==> config.mk <==
export PLATFORM = sky130hd
export DESIGN_NAME = mono_note_stack_unit
export DESIGN_NICKNAME = d
export VERILOG_FILES = /design/src/mns_pkg.sv /design/src/mns_ctrl.sv /design/src/mns_dp.sv /design/src/mono_note_stack_unit.sv
export SDC_FILE = /design/constraint.sdc
export NUM_CORES = 1
export LEC_CHECK = 0
export CAP_MARGIN = 20
export CORE_ASPECT_RATIO = 0.7
export CORE_MARGIN = 4
export CORE_UTILIZATION = 60
export CTS_CLUSTER_SIZE = 14
export DETAILED_ROUTE_END_ITERATION = 12
export DONT_BUFFER_PORTS = 1
export HOLD_SLACK_MARGIN = 0.08
export PLACE_DENSITY = 0.82
export SETUP_SLACK_MARGIN = 0.1
export SLEW_MARGIN = 25
export SYNTH_ARGS = -nofsm -noshare
export SYNTH_HDL_FRONTEND = slang
export SYNTH_HIERARCHICAL = 1
export SYNTH_SLANG_ARGS = --single-unit
==> constraint.sdc <==
create_clock -name i_clk -period 10.9 [get_ports i_clk]
set_clock_uncertainty 0.05 [all_clocks]
set_input_delay 2.18 -clock i_clk [delete_from_list [all_inputs] [get_ports i_clk]]
set_output_delay 2.18 -clock i_clk [all_outputs]
set_load 0.005 [all_outputs]
==> src/mns_pkg.sv <==
// Shared constants and controller/datapath interface types for the mono note stack.
package mns_pkg;

    localparam int STACK_DEPTH = 8;
    localparam int IDX_W       = $clog2(STACK_DEPTH);
    localparam int CNT_W       = $clog2(STACK_DEPTH + 1);

    localparam int NOTE_W      = 7;
    localparam int VEL_W       = 7;
    localparam int HCNT_W      = 4;
    localparam int IN_DATA_W   = 16;
    localparam int OUT_DATA_W  = 24;

    localparam logic KIND_RELEASE = 1'b0;
    localparam logic KIND_PRESS   = 1'b1;
    localparam logic ACT_PLAY     = 1'b0;
    localparam logic ACT_STOP     = 1'b1;

    typedef struct packed {
        logic capture;   // latch the accepted input transaction
        logic press;     // append the captured note, dropping the oldest when full
        logic step;      // advance the search pointer
        logic remove;    // remove the entry under the search pointer
        logic load_out;  // load a result into the output register
    } t_dp_cmd;

    typedef struct packed {
        logic is_press;    // captured transaction is a key press
        logic match;       // entry under the search pointer equals the captured note
        logic search_end;  // search pointer has reached the held count
        logic empty;       // no held notes
        logic out_free;    // output register can take a result this cycle
    } t_dp_sts;

endpackage

==> src/mns_ctrl.sv <==
// Controller state machine that sequences press, search, remove and result steps.
module mns_ctrl
    import mns_pkg::*;
(
    input  logic    i_clk,
    input  logic    i_rst_n,
    input  logic    i_s_tvalid,
    output logic    o_s_tready,
    input  t_dp_sts i_sts,
    output t_dp_cmd o_cmd
);

    localparam logic [1:0] ST_IDLE   = 2'd0;
    localparam logic [1:0] ST_PRESS  = 2'd1;
    localparam logic [1:0] ST_SEARCH = 2'd2;
    localparam logic [1:0] ST_FINISH = 2'd3;

    logic [1:0] r_state;
    logic [1:0] n_state;

    assign o_s_tready = (r_state == ST_IDLE);

    always_comb begin
        n_state = r_state;
        o_cmd   = '0;
        unique case (r_state)
            ST_IDLE: begin
                if (i_s_tvalid) begin
                    o_cmd.capture = 1'b1;
                    n_state       = ST_SEARCH;
                end
            end
            ST_PRESS: begin
                o_cmd.press = 1'b1;
                n_state     = ST_FINISH;
            end
            ST_SEARCH: begin
                // A press skips the search; a release walks the held entries oldest first.
                priority if (i_sts.is_press) begin
                    n_state = ST_PRESS;
                end else if (i_sts.search_end) begin
                    n_state = ST_FINISH;
                end else if (i_sts.match) begin
                    o_cmd.remove = 1'b1;
                    n_state      = ST_FINISH;
                end else begin
                    o_cmd.step = 1'b1;
                end
            end
            ST_FINISH: begin
                if (i_sts.is_press || i_sts.empty) begin
                    if (i_sts.out_free) begin
                        o_cmd.load_out = 1'b1;
                        n_state        = ST_IDLE;
                    end
                end else begin
                    n_state = ST_IDLE;
                end
            end
            default: n_state = ST_IDLE;
        endcase
    end

    always_ff @(posedge i_clk) begin
        if (!i_rst_n) begin
            r_state <= ST_IDLE;
        end else begin
            r_state <= n_state;
        end
    end

endmodule

==> src/mns_dp.sv <==
// Datapath: held note list, count, search pointer, captured event and output register.
module mns_dp
    import mns_pkg::*;
(
    input  logic                  i_clk,
    input  logic                  i_rst_n,
    input  t_dp_cmd               i_cmd,
    output t_dp_sts               o_sts,
    input  logic                  i_kind,
    input  logic [NOTE_W-1:0]     i_note,
    input  logic [VEL_W-1:0]      i_vel,
    output logic                  o_out_valid,
    input  logic                  i_out_ready,
    output logic                  o_out_action,
    output logic [NOTE_W-1:0]     o_out_note,
    output logic [VEL_W-1:0]      o_out_vel,
    output logic [HCNT_W-1:0]     o_out_count
);

    logic [NOTE_W-1:0] r_entry [STACK_DEPTH];
    logic [NOTE_W-1:0] n_entry [STACK_DEPTH];
    logic [CNT_W-1:0]  r_count;
    logic [CNT_W-1:0]  n_count;
    logic [CNT_W-1:0]  r_idx;
    logic              r_kind;
    logic [NOTE_W-1:0] r_note;
    logic [VEL_W-1:0]  r_vel;
    logic              r_out_valid;
    logic              r_out_action;
    logic [NOTE_W-1:0] r_out_note;
    logic [VEL_W-1:0]  r_out_vel;
    logic [HCNT_W-1:0] r_out_count;
    logic              w_full;

    assign w_full = (r_count == CNT_W'(STACK_DEPTH));

    assign o_sts.is_press   = (r_kind == KIND_PRESS);
    assign o_sts.search_end = (r_idx >= r_count);
    // Only meaningful while the pointer is below the count, where it indexes a held entry.
    assign o_sts.match      = (r_entry[r_idx[IDX_W-1:0]] == r_note);
    assign o_sts.empty      = (r_count == '0);
    assign o_sts.out_free   = !r_out_valid || i_out_ready;

    always_comb begin
        n_entry = r_entry;
        n_count = r_count;
        if (i_cmd.press) begin
            for (int i = 0; i < STACK_DEPTH; i++) begin
                if (w_full) begin
                    n_entry[i] = (i == STACK_DEPTH - 1) ? r_note : r_entry[(i + 1) % STACK_DEPTH];
                end else if (r_count == CNT_W'(i)) begin
                    n_entry[i] = r_note;
                end
            end
            if (!w_full) begin
                n_count = r_count + 1'b1;
            end
        end else if (i_cmd.remove) begin
            // Close the gap: every entry at or above the match takes its upper neighbor.
            for (int i = 0; i < STACK_DEPTH - 1; i++) begin
                if (CNT_W'(i) >= r_idx) begin
                    n_entry[i] = r_entry[i + 1];
                end
            end
            n_count = r_count - 1'b1;
        end
    end

    always_ff @(posedge i_clk) begin
        r_entry <= n_entry;
        if (i_cmd.capture) begin
            r_kind <= i_kind;
            r_note <= i_note;
            r_vel  <= i_vel;
            r_idx  <= '0;
        end else if (i_cmd.step) begin
            r_idx <= r_idx + 1'b1;
        end
        if (i_cmd.load_out) begin
            r_out_action <= (r_kind == KIND_PRESS) ? ACT_PLAY : ACT_STOP;
            r_out_note   <= r_note;
            r_out_vel    <= r_vel;
            r_out_count  <= HCNT_W'(r_count);
        end
    end

    always_ff @(posedge i_clk) begin
        if (!i_rst_n) begin
            r_count     <= '0;
            r_out_valid <= 1'b0;
        end else begin
            r_count <= n_count;
            if (i_cmd.load_out) begin
                r_out_valid <= 1'b1;
            end else if (i_out_ready) begin
                r_out_valid <= 1'b0;
            end
        end
    end

    assign o_out_valid  = r_out_valid;
    assign o_out_action = r_out_action;
    assign o_out_note   = r_out_note;
    assign o_out_vel    = r_out_vel;
    assign o_out_count  = r_out_count;

endmodule

==> src/mono_note_stack_unit.sv <==
// Top level of the monophonic note stack: controller plus datapath.
//
// Usage: key events enter on the slave stream (s_*), results leave on the
// master stream (m_*). tuser on the input is the event kind (1 press,
// 0 release); tuser on the output is the action (0 play, 1 stop).
// A press appends the note (dropping the oldest when the list is full) and
// always produces a play result. A release removes the oldest matching held
// note and produces a stop result only when the list is then empty.
// Timing: the input is taken only while the controller is idle. A press passes
// through the search, press and finish states before its result is loaded; a release
// steps the search pointer past up to STACK_DEPTH held entries, one per cycle, until
// it finds the note or reaches the count, then finishes. The next event is accepted
// once the controller is back in idle.
// Reset empties the list and clears the output valid flag; stored notes are
// not cleared since entries above the count are never read.
// If the receiver stalls, one finished result waits in the output register
// while the next event is still accepted and worked on; if that event produces a
// result, it then waits in its final step until the register is taken.
module mono_note_stack_unit
    import mns_pkg::*;
(
    input  logic                  i_clk,
    input  logic                  i_rst_n,
    input  logic                  i_s_tvalid,
    output logic                  o_s_tready,
    input  logic [IN_DATA_W-1:0]  i_s_tdata,  // [6:0] key_note, [13:7] key_velocity
    input  logic                  i_s_tuser,  // [0] kind
    output logic                  o_m_tvalid,
    input  logic                  i_m_tready,
    output logic [OUT_DATA_W-1:0] o_m_tdata,  // [6:0] out_note, [13:7] out_velocity,
                                              // [17:14] held_count
    output logic                  o_m_tuser   // [0] action
);

    t_dp_cmd           w_cmd;
    t_dp_sts           w_sts;
    logic [NOTE_W-1:0] w_out_note;
    logic [VEL_W-1:0]  w_out_vel;
    logic [HCNT_W-1:0] w_out_count;

    mns_ctrl u_ctrl (
        .i_clk      (i_clk),
        .i_rst_n    (i_rst_n),
        .i_s_tvalid (i_s_tvalid),
        .o_s_tready (o_s_tready),
        .i_sts      (w_sts),
        .o_cmd      (w_cmd)
    );

    mns_dp u_dp (
        .i_clk        (i_clk),
        .i_rst_n      (i_rst_n),
        .i_cmd        (w_cmd),
        .o_sts        (w_sts),
        .i_kind       (i_s_tuser),
        .i_note       (i_s_tdata[NOTE_W-1:0]),
        .i_vel        (i_s_tdata[NOTE_W+VEL_W-1:NOTE_W]),
        .o_out_valid  (o_m_tvalid),
        .i_out_ready  (i_m_tready),
        .o_out_action (o_m_tuser),
        .o_out_note   (w_out_note),
        .o_out_vel    (w_out_vel),
        .o_out_count  (w_out_count)
    );

    assign o_m_tdata = {(OUT_DATA_W - NOTE_W - VEL_W - HCNT_W)'(0), w_out_count, w_out_vel,
                        w_out_note};

endmodule

==> impl_metrics.env <==
export IMPL_cts_tree="built"
export IMPL_fin_nets=361
export IMPL_grt_pass1_vias=2621
export IMPL_power_ir_vdd_worst_uv=150.7
export IMPL_timing_final_crit_share_pct=45.41
export IMPL_clk_pin_slew_ns=0.07
export IMPL_post_drt_wl_per_cell_um=21.26
export IMPL_grt_pass1_wl_um=14410
export IMPL_clock_fmax_mhz=202.0
export IMPL_area_growth_synth_to_final_pct=7.059
export IMPL_dpl_hpwl_um=5946
export IMPL_power_density_mw_per_mm2=236.9
export IMPL_setup_repair_after_global_routing_missed_its_margin="no"
export IMPL_synth_cell_types=40
export IMPL_worst_setup_path_class="flip-flop to flip-flop"
export IMPL_drt_total_wl_um=9056
export IMPL_cts_inserted_buffers=9
export IMPL_vias_per_cell=6.150
export IMPL_cts_setup_buffers=0
export IMPL_worst_setup_path_start_kind="flip-flop"
export IMPL_number_of_inserted_diodes=0
export IMPL_drc=0
export IMPL_final_hold_violation_count=0
export IMPL_maximum_number_of_pins_on_one_net_before_global_route_repair=58
export IMPL_ctsHtreeMaxLevel=3
export IMPL_crit_required_ns=10.82
export IMPL_setup_viol_count_final=0
export IMPL_synth_area_per_cell_um2=14.24
export IMPL_worst_margin_slew_ns=1.058
export IMPL_synth_mux_area_share_pct=8.970
export IMPL_grt_overflow_total=0
export IMPL_yosysTopAreaCellShare_pct=57.32
export IMPL_fin_util_pct=67.46
export IMPL_stdcell_area_mm2=0.005047
export IMPL_antenna_found_initial=0
export IMPL_synth_area_top_cells="edfxtp_1, a21o_1, mux4_2"
export IMPL_most_common_layout_cells="edfxtp_1, a21o_1, ha_1"
export IMPL_yosysWarnings=6
export IMPL_final_min_clock_period_ns=4.949
export IMPL_hold_class="flip-flop to flip-flop"
export IMPL_design_portCount=48
export IMPL_dieArea_mm2=0.009363
export IMPL_detail_route_iter0_violations=217
export IMPL_clock_sink_count=101
export IMPL_drt_pass1_iterations=5
export IMPL_synth_sequential_area_ratio_pct=62.00
export IMPL_route_antenna_remaining_nets=0
export IMPL_slew_viols_final=0
export IMPL_maxSlewHeadroom_pct=29.48
export IMPL_cts_buffer_depth=2
export IMPL_floorplan_die_width_um=114.0
export IMPL_holdBufCountCts=0
export IMPL_commonest_non_fill_non_tap_cell_in_the_layout="edfxtp_1"
export IMPL_clock_root_buffer="clkbuf_16"
export IMPL_dr_total_vias=2620
export IMPL_postCtsResizedCells=0
export IMPL_core_rowCount=26
export IMPL_die_h_um=82.17
export IMPL_clkLatencyLatePin_ns=0.35
export IMPL_synth_top_cell_by_area="edfxtp_1"
export IMPL_static_leakage_power_nw=1.941
export IMPL_synth_cell_area_mm2=0.004715
export IMPL_drive_gt1_share_pct=12.20
export IMPL_report_power_total_mw=1.196
export IMPL_whs_ns=0.3741
export IMPL_crit_arrival_ns=4.87
export IMPL_drv_cap=0
export IMPL_setup_tns_final_ns=0
export IMPL_worst_setup_path_end_kind="flip-flop"
export IMPL_post_dp_cell_area_mm2=0.004743
export IMPL_critical_path_peak_fanout=17
export IMPL_core_region_area_mm2=0.007482
export IMPL_synth_top_family_by_area="compound AO/OA/AOI/OAI gates"
export IMPL_grt_usage_pct=21.09
export IMPL_portBuffers=0
export IMPL_simple_logic_cell_fraction_of_the_synthesized_area_pct=6.316
export IMPL_synth_seq_cells=101
export IMPL_status="complete, no violations"
export IMPL_yosys_area_share_xor_xnor_pct=2.229
export IMPL_synthCells=331
export IMPL_floorplan_initialDensity_pct=63.01
export IMPL_finalWeightedCongestion=0.8532
export IMPL_yosys_area_share_adder_pct=4.512
export IMPL_synth_compound_area_share_pct=11.52
## metrics by stage
step,setup slack (ns),instances
floorplan,7.341,336
global placement,6.153,410
detailed placement,6.041,410
CTS,5.988,426
global route,5.643,426
finish,5.951,426
## cell families (layout without fill, tap and decap cells)
group,count (synthesis),in the layout
fa+ha+maj,17,17
simple gates,55,55
other cells,1,6
flops,101,101
mux,26,26
xor+xnor,12,12
buf+inv,42,34
compound gates,77,77
## power breakdown
part | total [mW] | switching, mW | leakage (nW) | internal (mW)
clock | 0.314 | 0.151 | 0.148 | 0.163
combinational | 0.288 | 0.172 | 0.878 | 0.117
sequential | 0.593 | 0.0455 | 0.915 | 0.548
total | 1.20 | 0.368 | 1.94 | 0.827
## registers in the layout (all words and copies together), names as in the netlist
register           flops
u_ctrl/r_state         2
u_dp/o_out_action      1
u_dp/o_out_count       4
u_dp/o_out_note        7
u_dp/o_out_valid       1
u_dp/o_out_vel         7
u_dp/r_count           4
u_dp/r_entry          56
u_dp/r_idx             4
u_dp/r_kind            1
u_dp/r_note            7
u_dp/r_vel             7
## worst paths after layout
kind | startpoint | depth (start not counted) | slack (ns) | endpoint
worst min-delay path | u_dp/r_vel[0] | 0 | 0.37 | u_dp/o_out_vel[0]
worst max-delay path | u_dp/r_idx[0] | 11 | 5.95 | u_dp/r_entry[10]
worst min register to register | u_dp/r_vel[0] | 0 | 0.37 | u_dp/o_out_vel[0]
worst max register to register | u_dp/r_idx[0] | 11 | 5.95 | u_dp/r_entry[10]
## cell type report
class	instances	area, um^2
inverters	14	52.55
fillers	502	2435
clock inverters	7	78.83
multi-input cells	193	1615
flip-flops and latches	101	2923
clock buffers	9	225.2
well taps	98	122.6
repair buffers	4	30.03
## worst max-delay path, cell delays in order (launching register included)
cell,delay [ns]
dfxtp_1,0.98
mux4_2,0.60
mux2i_1,0.23
xor2_1,0.20
nand4_1,0.15
nor4_2,0.42
nand2_1,0.09
nor3_1,0.34
nor2b_1,0.33
and2_1,0.26
nor2_1,0.08
a21oi_1,0.84
## synth_stat cells
library cell and instances:
edfxtp_1 90, a21o_1 49, ha_1 17, nor2_1 14, a21oi_1 13, mux2i_1 13
mux4_2 13, clkbuf_1 12, dfxtp_1 11, and2_1 10, inv_1 10, nand2_1 9
buf_4 8, xnor2_1 6, xor2_1 6, nand2b_1 5, nor2b_1 5, o21ai_0 4
buf_1 3, buf_2 3, nand3_1 3, nand4_1 3, a21boi_0 2, buf_6 2
clkinv_1 2, inv_2 2, nor3_1 2, o21a_1 2, a221o_2 1, a22oi_1 1
a311o_1 1, and2b_2 1, and3_1 1, conb_1 1, nor4_2 1, nor4b_2 1
o211a_1 1, o21ai_1 1, o31ai_1 1, o41ai_1 1
## metal layers
metal / share of wire (%) / track usage [%]
met1: 44 / 28.15
met2: 48 / 33.88
met3: 6.0 / 5.462
met4: 1.3 / 8.066
met5: 0 / 0
No activity file was read; power rests on OpenSTA's default activity.
